## src/bts_pkg.sv

```systemverilog
// ----------------------------------------------------------------------------
// bts_pkg
// Shared constants and types for the binary Tanimoto similarity block.
// ----------------------------------------------------------------------------
package bts_pkg;

  // Input words are carried 64 bits wide; lanes split a word into bytes
  localparam int WORD_MAX  = 64;
  localparam int LANE_BITS = 8;
  localparam int LANES     = WORD_MAX / LANE_BITS;
  localparam int LANE_CW   = $clog2(LANE_BITS + 1);

  // Quotient bits: one integer bit plus 17 fraction bits before rounding
  localparam int QBITS = 18;
  localparam int QCW   = $clog2(QBITS);
  localparam int SIM_W = 17;

  // Output tdata width: similarity padded to whole bytes
  localparam int OUT_DATA_W = ((SIM_W + 7) / 8) * 8;

  typedef struct packed {
    logic [LANE_CW-1:0] and_cnt;
    logic [LANE_CW-1:0] or_cnt;
  } lane_cnt_t;

endpackage

```

## src/bts_lane.sv

```systemverilog
// ----------------------------------------------------------------------------
// bts_lane
// One byte lane: registered popcounts of a AND b and a OR b.
// ----------------------------------------------------------------------------
module bts_lane (
  input  logic                           clk,
  input  logic                           load,
  input  logic [bts_pkg::LANE_BITS-1:0]  a,
  input  logic [bts_pkg::LANE_BITS-1:0]  b,
  output bts_pkg::lane_cnt_t             cnt
);

  bts_pkg::lane_cnt_t cnt_next;

  always_comb begin
    cnt_next = '0;
    for (int i = 0; i < bts_pkg::LANE_BITS; i++) begin
      cnt_next.and_cnt = cnt_next.and_cnt + bts_pkg::LANE_CW'(a[i] & b[i]);
      cnt_next.or_cnt  = cnt_next.or_cnt  + bts_pkg::LANE_CW'(a[i] | b[i]);
    end
  end

  always_ff @(posedge clk) begin
    if (load) begin
      cnt <= cnt_next;
    end
  end

endmodule

```

## src/bts_merge.sv

```systemverilog
// ----------------------------------------------------------------------------
// bts_merge
// Sums the lane counts of one word and keeps saturating running totals.
// Hands the totals of a pair to the divider on the last word.
// ----------------------------------------------------------------------------
module bts_merge #(
  parameter int FP_BITS = 1024
) (
  input  logic                                     clk,
  input  logic                                     rst,
  input  logic                                     stage_valid,
  input  logic                                     stage_last,
  input  bts_pkg::lane_cnt_t [bts_pkg::LANES-1:0]  cnts,
  input  logic                                     fin_ready,
  output logic                                     consume,
  output logic                                     fin_valid,
  output logic [$clog2(FP_BITS+1)-1:0]             fin_and,
  output logic [$clog2(FP_BITS+1)-1:0]             fin_or
);

  localparam int CW    = $clog2(FP_BITS + 1);
  localparam int INC_W = $clog2(bts_pkg::LANES * bts_pkg::LANE_BITS + 1);

  logic [CW-1:0]    acc_and;
  logic [CW-1:0]    acc_or;
  logic [INC_W-1:0] and_inc;
  logic [INC_W-1:0] or_inc;
  logic [CW:0]      and_sum;
  logic [CW:0]      or_sum;

  always_comb begin
    and_inc = '0;
    or_inc  = '0;
    for (int i = 0; i < bts_pkg::LANES; i++) begin
      and_inc = and_inc + INC_W'(cnts[i].and_cnt);
      or_inc  = or_inc  + INC_W'(cnts[i].or_cnt);
    end
  end

  assign and_sum = (CW+1)'(acc_and) + (CW+1)'(and_inc);
  assign or_sum  = (CW+1)'(acc_or)  + (CW+1)'(or_inc);

  // saturate at the fingerprint length
  assign fin_and = (and_sum > (CW+1)'(FP_BITS)) ? CW'(FP_BITS) : and_sum[CW-1:0];
  assign fin_or  = (or_sum  > (CW+1)'(FP_BITS)) ? CW'(FP_BITS) : or_sum[CW-1:0];

  // a last word waits until the divider is free
  assign consume   = stage_valid && (!stage_last || fin_ready);
  assign fin_valid = stage_valid && stage_last && fin_ready;

  always_ff @(posedge clk) begin
    if (rst) begin
      acc_and <= '0;
      acc_or  <= '0;
    end else if (consume) begin
      if (stage_last) begin
        acc_and <= '0;
        acc_or  <= '0;
      end else begin
        acc_and <= fin_and;
        acc_or  <= fin_or;
      end
    end
  end

  as_and_within_or: assert property (@(posedge clk) disable iff (rst)
    acc_and <= acc_or)
    else $error("AND total exceeds OR total");

endmodule

```

## src/bts_div.sv

```systemverilog
// ----------------------------------------------------------------------------
// bts_div
// Forms the ratio of a finished pair and divides it one quotient bit a
// cycle; rounds to Q1.16 and holds the result in the output register.
// ----------------------------------------------------------------------------
module bts_div #(
  parameter int FP_BITS = 1024
) (
  input  logic                               clk,
  input  logic                               rst,
  input  logic                               average_mode,
  input  logic                               fin_valid,
  input  logic [$clog2(FP_BITS+1)-1:0]       fin_and,
  input  logic [$clog2(FP_BITS+1)-1:0]       fin_or,
  output logic                               fin_ready,
  output logic                               out_valid,
  input  logic                               out_ready,
  output logic [bts_pkg::SIM_W-1:0]          out_sim,
  output logic                               out_empty
);

  localparam int CW = $clog2(FP_BITS + 1);
  localparam int PW = 2 * CW;
  localparam int DW = PW + 1;
  localparam int RW = DW + 1;

  typedef enum logic [4:0] {
    F_IDLE = 5'b00001,
    F_MUL  = 5'b00010,
    F_SUM  = 5'b00100,
    F_DIV  = 5'b01000,
    F_OUT  = 5'b10000
  } fin_state_t;

  fin_state_t                 state;
  logic [CW-1:0]              p;
  logic [CW-1:0]              q;
  logic [PW-1:0]              prod_ps;
  logic [PW-1:0]              prod_rq;
  logic [PW-1:0]              prod_qs;
  logic [DW-1:0]              divisor;
  logic [RW-1:0]              rem;
  logic [bts_pkg::QBITS-1:0]  quo;
  logic [bts_pkg::QCW-1:0]    step;
  logic                       empty_r;

  logic [CW-1:0]              s_raw;
  logic [CW-1:0]              s_val;
  logic [CW-1:0]              r_val;
  logic                       rem_ge;
  logic [RW-1:0]              rem_sub;
  logic [bts_pkg::QBITS-1:0]  quo_inc;
  logic                       out_free;

  // complemented term: an empty complemented union counts as zero
  assign s_raw = CW'(FP_BITS) - p;
  assign s_val = (s_raw == '0) ? CW'(1) : s_raw;
  assign r_val = (s_raw == '0) ? '0 : (CW'(FP_BITS) - q);

  assign rem_ge  = rem >= RW'(divisor);
  assign rem_sub = rem_ge ? (rem - RW'(divisor)) : rem;

  // round half up: drop the extra quotient bit after adding one
  assign quo_inc = quo + bts_pkg::QBITS'(1);

  assign fin_ready = (state == F_IDLE);
  assign out_free  = !out_valid || out_ready;

  always_ff @(posedge clk) begin
    if (rst) begin
      state     <= F_IDLE;
      out_valid <= 1'b0;
    end else begin
      // F_OUT reloads the register in the cycle it drains
      if (out_valid && out_ready && state != F_OUT) begin
        out_valid <= 1'b0;
      end
      case (state)
        F_IDLE: begin
          if (fin_valid) begin
            p       <= fin_and;
            q       <= fin_or;
            empty_r <= (fin_or == '0);
            state   <= (fin_or == '0) ? F_OUT : F_MUL;
          end
        end
        F_MUL: begin
          prod_ps <= PW'(p) * PW'(s_val);
          prod_rq <= PW'(r_val) * PW'(q);
          prod_qs <= PW'(q) * PW'(s_val);
          state   <= F_SUM;
        end
        F_SUM: begin
          // (p/q + r/s)/2 = (p*s + r*q) / (2*q*s)
          if (average_mode) begin
            rem     <= RW'(DW'(prod_ps) + DW'(prod_rq));
            divisor <= {prod_qs, 1'b0};
          end else begin
            rem     <= RW'(p);
            divisor <= DW'(q);
          end
          quo   <= '0;
          step  <= '0;
          state <= F_DIV;
        end
        F_DIV: begin
          quo  <= {quo[bts_pkg::QBITS-2:0], rem_ge};
          rem  <= {rem_sub[RW-2:0], 1'b0};
          step <= step + bts_pkg::QCW'(1);
          if (step == bts_pkg::QCW'(bts_pkg::QBITS - 1)) begin
            state <= F_OUT;
          end
        end
        F_OUT: begin
          if (out_free) begin
            out_valid <= 1'b1;
            out_sim   <= empty_r ? '0 : quo_inc[bts_pkg::QBITS-1:1];
            out_empty <= empty_r;
            state     <= F_IDLE;
          end
        end
        default: begin
          state <= F_IDLE;
        end
      endcase
    end
  end

  as_sim_range: assert property (@(posedge clk) disable iff (rst)
    out_valid |-> out_sim <= bts_pkg::SIM_W'(65536))
    else $error("similarity above 1.0");

  as_empty_zero: assert property (@(posedge clk) disable iff (rst)
    out_valid && out_empty |-> out_sim == '0)
    else $error("empty union with nonzero similarity");

  as_rem_bound: assert property (@(posedge clk) disable iff (rst)
    state == F_DIV |-> rem < {divisor, 1'b0})
    else $error("divider remainder out of range");

  as_fin_idle: assert property (@(posedge clk) disable iff (rst)
    fin_valid |-> state == F_IDLE)
    else $error("pair handed over while divider busy");

endmodule

```

## src/binary_tanimoto_similarity.sv

```systemverilog
// ----------------------------------------------------------------------------
// binary_tanimoto_similarity
// Tanimoto similarity of two binary fingerprints streamed as word pairs.
// ----------------------------------------------------------------------------
// Channel  Dir  Handshake              Payload
// s_       in   s_tvalid / s_tready    tdata: word_a, word_b; tlast: last_word
// m_       out  m_tvalid / m_tready    tdata: similarity; tuser: union_empty
// cfg_     in   cfg_valid / cfg_ready  cfg_data: average_mode
//
// Words are taken one a cycle; the byte lanes register their popcounts and
// the merge stage adds them into the running totals. A last word starts the
// divider: it loads the pair, forms the products, sets up the division, finds
// one quotient bit a step and loads the output register. Words of the next
// pair keep flowing meanwhile; its last word waits for the divider.
// Reset clears the totals, the divider state and average_mode.
// ----------------------------------------------------------------------------
module binary_tanimoto_similarity #(
  parameter int FP_BITS   = 1024,
  parameter int WORD_BITS = 64
) (
  input  logic                               clk,
  input  logic                               rst,
  input  logic                               s_tvalid,
  output logic                               s_tready,
  input  logic [2*bts_pkg::WORD_MAX-1:0]     s_tdata,  // word_a, word_b
  input  logic                               s_tlast,  // last_word
  output logic                               m_tvalid,
  input  logic                               m_tready,
  output logic [bts_pkg::OUT_DATA_W-1:0]     m_tdata,  // similarity, zero pad
  output logic                               m_tuser,  // union_empty
  input  logic                               cfg_valid,
  output logic                               cfg_ready,
  input  logic                               cfg_data  // average_mode
);

  localparam int CW = $clog2(FP_BITS + 1);
  localparam logic [bts_pkg::WORD_MAX-1:0] WORD_MASK =
    (WORD_BITS >= bts_pkg::WORD_MAX) ? '1 :
    ((bts_pkg::WORD_MAX'(1) << WORD_BITS) - bts_pkg::WORD_MAX'(1));

  logic                                     average_mode;
  logic                                     stage_valid;
  logic                                     stage_last;
  logic                                     load;
  logic                                     consume;
  logic                                     fin_valid;
  logic                                     fin_ready;
  logic [CW-1:0]                            fin_and;
  logic [CW-1:0]                            fin_or;
  logic [bts_pkg::WORD_MAX-1:0]             word_a;
  logic [bts_pkg::WORD_MAX-1:0]             word_b;
  bts_pkg::lane_cnt_t [bts_pkg::LANES-1:0]  cnts;
  logic [bts_pkg::SIM_W-1:0]                sim;

  assign cfg_ready = 1'b1;

  always_ff @(posedge clk) begin
    if (rst) begin
      average_mode <= 1'b0;
    end else if (cfg_valid) begin
      average_mode <= cfg_data;
    end
  end

  // drop bits above the fingerprint word width
  assign word_a = s_tdata[bts_pkg::WORD_MAX-1:0] & WORD_MASK;
  assign word_b = s_tdata[2*bts_pkg::WORD_MAX-1:bts_pkg::WORD_MAX] & WORD_MASK;

  assign s_tready = !stage_valid || consume;
  assign load     = s_tvalid && s_tready;

  always_ff @(posedge clk) begin
    if (rst) begin
      stage_valid <= 1'b0;
    end else if (load) begin
      stage_valid <= 1'b1;
    end else if (consume) begin
      stage_valid <= 1'b0;
    end
  end

  always_ff @(posedge clk) begin
    if (load) begin
      stage_last <= s_tlast;
    end
  end

  for (genvar g = 0; g < bts_pkg::LANES; g++) begin : g_lane
    bts_lane u_lane (
      .clk  (clk),
      .load (load),
      .a    (word_a[g*bts_pkg::LANE_BITS +: bts_pkg::LANE_BITS]),
      .b    (word_b[g*bts_pkg::LANE_BITS +: bts_pkg::LANE_BITS]),
      .cnt  (cnts[g])
    );
  end

  bts_merge #(
    .FP_BITS (FP_BITS)
  ) u_merge (
    .clk         (clk),
    .rst         (rst),
    .stage_valid (stage_valid),
    .stage_last  (stage_last),
    .cnts        (cnts),
    .fin_ready   (fin_ready),
    .consume     (consume),
    .fin_valid   (fin_valid),
    .fin_and     (fin_and),
    .fin_or      (fin_or)
  );

  bts_div #(
    .FP_BITS (FP_BITS)
  ) u_div (
    .clk          (clk),
    .rst          (rst),
    .average_mode (average_mode),
    .fin_valid    (fin_valid),
    .fin_and      (fin_and),
    .fin_or       (fin_or),
    .fin_ready    (fin_ready),
    .out_valid    (m_tvalid),
    .out_ready    (m_tready),
    .out_sim      (sim),
    .out_empty    (m_tuser)
  );

  assign m_tdata = bts_pkg::OUT_DATA_W'(sim);

endmodule
```

## config.mk

```make
export PLATFORM = sky130hd
export DESIGN_NAME = binary_tanimoto_similarity
export DESIGN_NICKNAME = d
export VERILOG_FILES = /design/src/bts_pkg.sv /design/src/bts_lane.sv /design/src/bts_merge.sv /design/src/bts_div.sv /design/src/binary_tanimoto_similarity.sv
export SDC_FILE = /design/constraint.sdc
export NUM_CORES = 2
export LEC_CHECK = 0
export BUFFER_PORTS_ARGS = -buffer_cell sky130_fd_sc_hd__buf_2
export CAP_MARGIN = 0
export CORE_MARGIN = 5
export CORE_UTILIZATION = 50
export DETAILED_ROUTE_END_ITERATION = 6
export GPL_ROUTABILITY_DRIVEN = 1
export GPL_TIMING_DRIVEN = 0
export PLACE_DENSITY = 0.67
export SLEW_MARGIN = 20
export SYNTH_ARGS = -nofsm -noshare
export SYNTH_HDL_FRONTEND = slang
export SYNTH_HIERARCHICAL = 1
export SYNTH_SLANG_ARGS = --single-unit
```

## constraint.sdc

```tcl
create_clock -name clk -period 9.35 [get_ports clk]
set_input_delay 0.4675 -clock clk [delete_from_list [all_inputs] [get_ports clk]]
set_output_delay 0.4675 -clock clk [all_outputs]
set_load 0.02 [all_outputs]
```

Word-level counts from Yosys, hierarchy flattened
Index checks and enable logic that the tools add are counted.
{ "totals": {"regBits": 272, "in_bits": 135, "out_inout_bits": 28} }
{ "op_classes": {"add_sub_neg": 134, "mul": 3, "order_cmp": 3, "eq_ne": 10, "muxes": 22, "n_bitwise": 129, "n_reduce_logical": 22} }
{ "ops": {"columns": ["operator", "count"], "rows": [
  ["adder 4 bit", 112],
  ["adder 7 x 4 -> 7 bit", 12],
  ["2-to-1 mux 11 bit", 7],
  ["multiplier 11 x 11 -> 22 bit", 3],
  ["bitwise AND 1 bit", 64],
  ["OR 1 bit", 64],
  ["case mux 24 bit (2 select lines)", 1],
  ["case mux 18 bit (2 select lines)", 1],
  ["case mux 5 bit (5 select lines)", 1],
  ["adder 11 x 7 -> 12 bit", 2],
  ["greater-or-equal comparator 24 x 23 -> 1 bit", 1],
  ["> comparator 12 x 11 -> 1 bit (second input constant)", 2],
  ["2-to-1 mux 24 bit", 1],
  ["adder 22 x 22 -> 23 bit", 1],
  ["2-to-1 mux 23 bit", 1],
  ["subtractor 23 bit", 1],
  ["zero test 11 bit", 2],
  ["subtractor 11 bit (first input constant)", 2],
  ["2-to-1 mux 5 bit", 4],
  ["adder 18 x 1 -> 18 bit (second input constant)", 1],
  ["adder 4 x 4 -> 5 bit", 2],
  ["equality test 5 bit (second input constant)", 2],
  ["case mux 5 bit (2 select lines)", 1],
  ["AND reduction 3 bit", 3],
  ["other kinds (15)", 32]
]} }

Depth between registers and ports, before layout
{ "logic_depth": {"ltp_word": 14, "mapped_depth": 34, "mapped_depth_nobuf": 32} }

Modules after synthesis
The synthesis kept the hierarchy.
{ "modules_own_cells": {"columns": ["mod", "n_inst", "cells_each", "area_per_inst_um2", "seq_area_each_um2"], "rows": [
  ["bts_div", 1, 2260, 21648.3, 5435.2],
  ["bts_lane", 8, 58, 639.4, 240.2],
  ["bts_merge", 1, 442, 3709.8, 440.4],
  ["binary_tanimoto_similarity", 1, 19, 186.4, 70.1]
]} }

Worst setup path before layout
No wires, ideal clock.
{ "synth_path": {"path_type": "reg2reg", "startpoint": "reg u_div.p[0]", "endpoint": "reg u_div.prod_rq[20], data pin", "setup_ns": 0.257, "arrival_time_ns": 7.878, "required_ns": 9.093, "slack_ns": 1.215, "stages_incl_launch_ff": 31, "path_buffers": 3, "period_less_slack_ns": 8.135, "path_cell_list": "edfxtp_1 -> clkbuf_1 -> inv_1 -> ha_1 -> nand2_1 -> or3_1 -> or3_1 -> or3_1 -> ha_1 -> nand3b_1 -> nor4_2 -> nand2_2 -> clkbuf_1 -> and3_1 -> fa_1 -> fa_1 -> fa_1 -> fa_1 -> inv_1 -> fa_1 -> inv_1 -> ha_1 -> clkbuf_1 -> nand4_1 -> nor4_1 -> nor2_1 -> a311oi_1 -> o21a_1 -> o21a_1 -> o41a_1 -> xor2_1"} }
{ "synth_via": {"elab_chain_len": 4} }
{ "synth_lines": {"columns": ["element", "line", "text"], "rows": [
  ["start, declared", "bts_div.sv:36", "logic [CW-1:0] p;"],
  ["start signal, assigned", "bts_div.sv:81", "p <= fin_and;"],
  ["subtractor 11 bit", "bts_div.sv:56", "assign s_raw = CW'(FP_BITS) - p;"],
  ["zero test 11 bit", "bts_div.sv:58", "assign r_val = (s_raw == '0) ? '0 : (CW'(FP_BITS) - q);"],
  ["2-to-1 mux 11 bit", "bts_div.sv:58", null],
  ["multiplier 11 x 11 -> 22 bit", "bts_div.sv:89", "prod_rq <= PW'(r_val) * PW'(q);"],
  ["end signal, assigned", "bts_div.sv:89", null],
  ["end, declared", "bts_div.sv:39", "logic [PW-1:0] prod_rq;"]
]} }
No other way between the ends.
A chain may end at the register's enable or synchronous reset.

Worst setup path in the final report
{ "layout_path": {"startpoint": "reg u_div.p[1]", "endpoint": "reg u_div.prod_rq[20], data pin"} }
Same word-level chain as after synthesis.

==> out/summary.txt <==
CTS sink cnt = 272
Nets = 4203
Critical Path AT = 9380 ps
Register area = 7870 um2
CP max FO = 10
Worst setup EP type = flip-flop
Starting DRT DRC Count = 1726
Routed length on met1 = 32600 um
Max Cap Viol = 0
Fmax = 0.110 GHz
CTS Hold Bufs = 0
Synth unique cells = 86
Status = finished clean
Seq/Total Area, Yosys = 25.7%
Layout cells sized above 1 = 9.01%
Rel. slew slack = 23.7%
Commonest cells after routing, fill and taps aside = 572 x inv_1, 346 x fa_1, 328 x ha_1, 273 x nand2_1, 242 x edfxtp_1
Final Hold Viols = 0
Synthesized cell area = 30700 um2
HPWL reported at the end of detailed placement = 61100 um
Skew-Pair Late Insertion Delay = 580 ps
Filler Cells Inserted = 5515
TritonCTS Buffers = 29
Slowest cell on the critical path = fa_1
Setup violations, final = 0
Area grow syn2layout = 9.95%
Global route overflow = 0
H-tree depth = 1
Crit path required time = 9660 ps
Met2 wire len = 35300 um
Via count = 22300
Root buffer cell = clkbuf_16
Fin crit share = 97.0%
First-pass GRT wire length = 122000 um
Placement Rows = 90
Ys async rst share = 0%
WL met3 = 4380 um
R2R Setup Slk = 280 ps
Kind of cell adding the most delay to the critical path = adder cells
Chip width = 258 um
Die Y = 258 um
Vias in the first global route = 23200
Synth area leader = edfxtp_1
Final setup TNS = 0 ps
CP most frequent cell = fa_1
Slowest Stage Delay on Critical Path = 540 ps
Core area = 60600 um2
Initial core utilization = 50.6%
Clock slew at reported path FFs = 60 ps
Unrepaired setup endpoints after global routing = true
Largest net degree at the start of global routing = 66
Die area = 66400 um2
FF+latch count, synth = 272
Syn_area_per_cell = 9.63 um2
Syn. warnings = 6
Port bufs = 154
Top sig layer = met4
Tmin final = 9070 ps
Total GRT Usage = 22.8%
Vias per inst = 5.31
Synth Flop Type = edfxtp_1
DR DRC count = 0
Fin. max-slew vios = 0
Crit Path Category = flip-flop to flip-flop
Footprint of the multi-input gates = 20300 um2
Setup Skew = 15.4 ps
Number of antenna violations at the first check in global routing = 3
Yosys top cell area share = 23.7%
CP startpoint kind = flip-flop
CP bufs+invs = 6
Worst hold path class = primary input to flip-flop
Avg WL per Cell = 17.8 um
CTS tree = done
Synth Instances = 3185
Pre-antenna DRT Iters = 6
Num ports = 163
Most common cell after layout, fill and taps aside = inv_1
Post-Route WL = 74800 um
Final Util = 55.6%
Worst-Margin Slew = 1140 ps
Top cells by area, synth = edfxtp_1 24%, fa_1 23%, ha_1 13%
CTS max path bufs = 3
Post-synth EDFFs = 242
GP Congestion = 0.929
Post-DRT Antenna Nets = 0
-- per-layer routing --
layer,track usage [%],up-vias
met5,0,-
met4,7.13,0
met3,2.51,124
met2,38.4,686
met1,31.1,10700
li1,-,10800
-- area by class of cell --
cell class,count,area share [%]
clock buffers,43,2.40
clock inverters,11,0.605
well taps,782,2.90
flip-flops and latches,272,23.3
diodes,3,0.0223
plain buffers,106,1.38
repair buffers,175,2.76
inverters,574,6.40
multi-input cells,2236,60.2
-- through the flow --
stage	instance area, um2	std cells	hold WS (ps)	setup WS [ps]
after floorplan	30700	3191	424	1210
after global placement	32400	4127	447	-819
after detailed placement	32600	4145	453	-134
after CTS	33600	4199	34.9	56.9
after global routing	33700	4199	50.7	-26.8
final	33700	4202	63.5	284
-- flip-flops by register name, indices dropped and copies added (netlist names), 5 cells and up --
| register | cells |
|---|---|
| u_div/out_sim | 17 |
| g_lane.u_lane/cnt | 64 |
| u_div/prod_qs | 22 |
| u_merge/acc_or | 11 |
| u_div/q | 11 |
| u_merge/acc_and | 11 |
| u_div/step | 5 |
| u_div/quo | 18 |
| u_div/state | 5 |
| u_div/prod_ps | 22 |
| u_div/prod_rq | 22 |
| u_div/p | 11 |
| u_div/rem | 24 |
| u_div/divisor | 23 |
-- cells by family after synthesis --
kind of cell               Yosys count  synth area share [%]
and+or+nand+nor                   1006                  16.6
other                                2                0.0245
buffers and inverters              683                  8.57
xor gates and xnor gates           152                  4.37
adders and majority gates          674                  36.0
AOI/OAI and AO/OA                  374                  8.02
DFF                                272                  25.7
muxes                               22                 0.800
-- final timing paths --
check / from / end / cells after the start
worst min register to register: u_merge/acc_and[0]$_SDFFE_PP0P_ / u_merge/acc_and[0]$_SDFFE_PP0P_ / 2
worst max register to register: u_div/p[1]$_DFFE_PP_ / u_div/prod_rq[20]$_DFFE_PP_ / 31
worst max-delay path: u_div/p[1]$_DFFE_PP_ / u_div/prod_rq[20]$_DFFE_PP_ / 31
worst min-delay path: s_tlast / stage_last$_DFFE_PP_ / 1
-- cells in the mapped netlist (all sizes together) (6+ instances only) --
cell,number
buf,19
xnor2,110
mux2i,12
inv,574
and3,62
o31a,6
xor2,42
nor3b,11
nor4,11
a21o,32
edfxtp,242
a211oi,20
o211ai,16
nor2b,71
nor2,230
and2,151
dfxtp,30
nand2,274
fa,346
ha,328
and4,7
a22oi,8
nand2b,46
nand3,51
clkbuf,90
mux2,10
or3,22
o21bai,11
nand4,12
a31oi,11
or2,18
o21ai,66
o21a,15
o22ai,9
a21oi,126
nor3,28
-- timing repair --
action,CTS,global route
endpoints found under the setup margin,3,10
buffers inserted,1,2
pin swaps,1,1
gates cloned,0,0
resized for setup,2,11
Power is not shown: default switching activity piles up to over one toggle a cycle in this logic, so the estimate is an artifact.
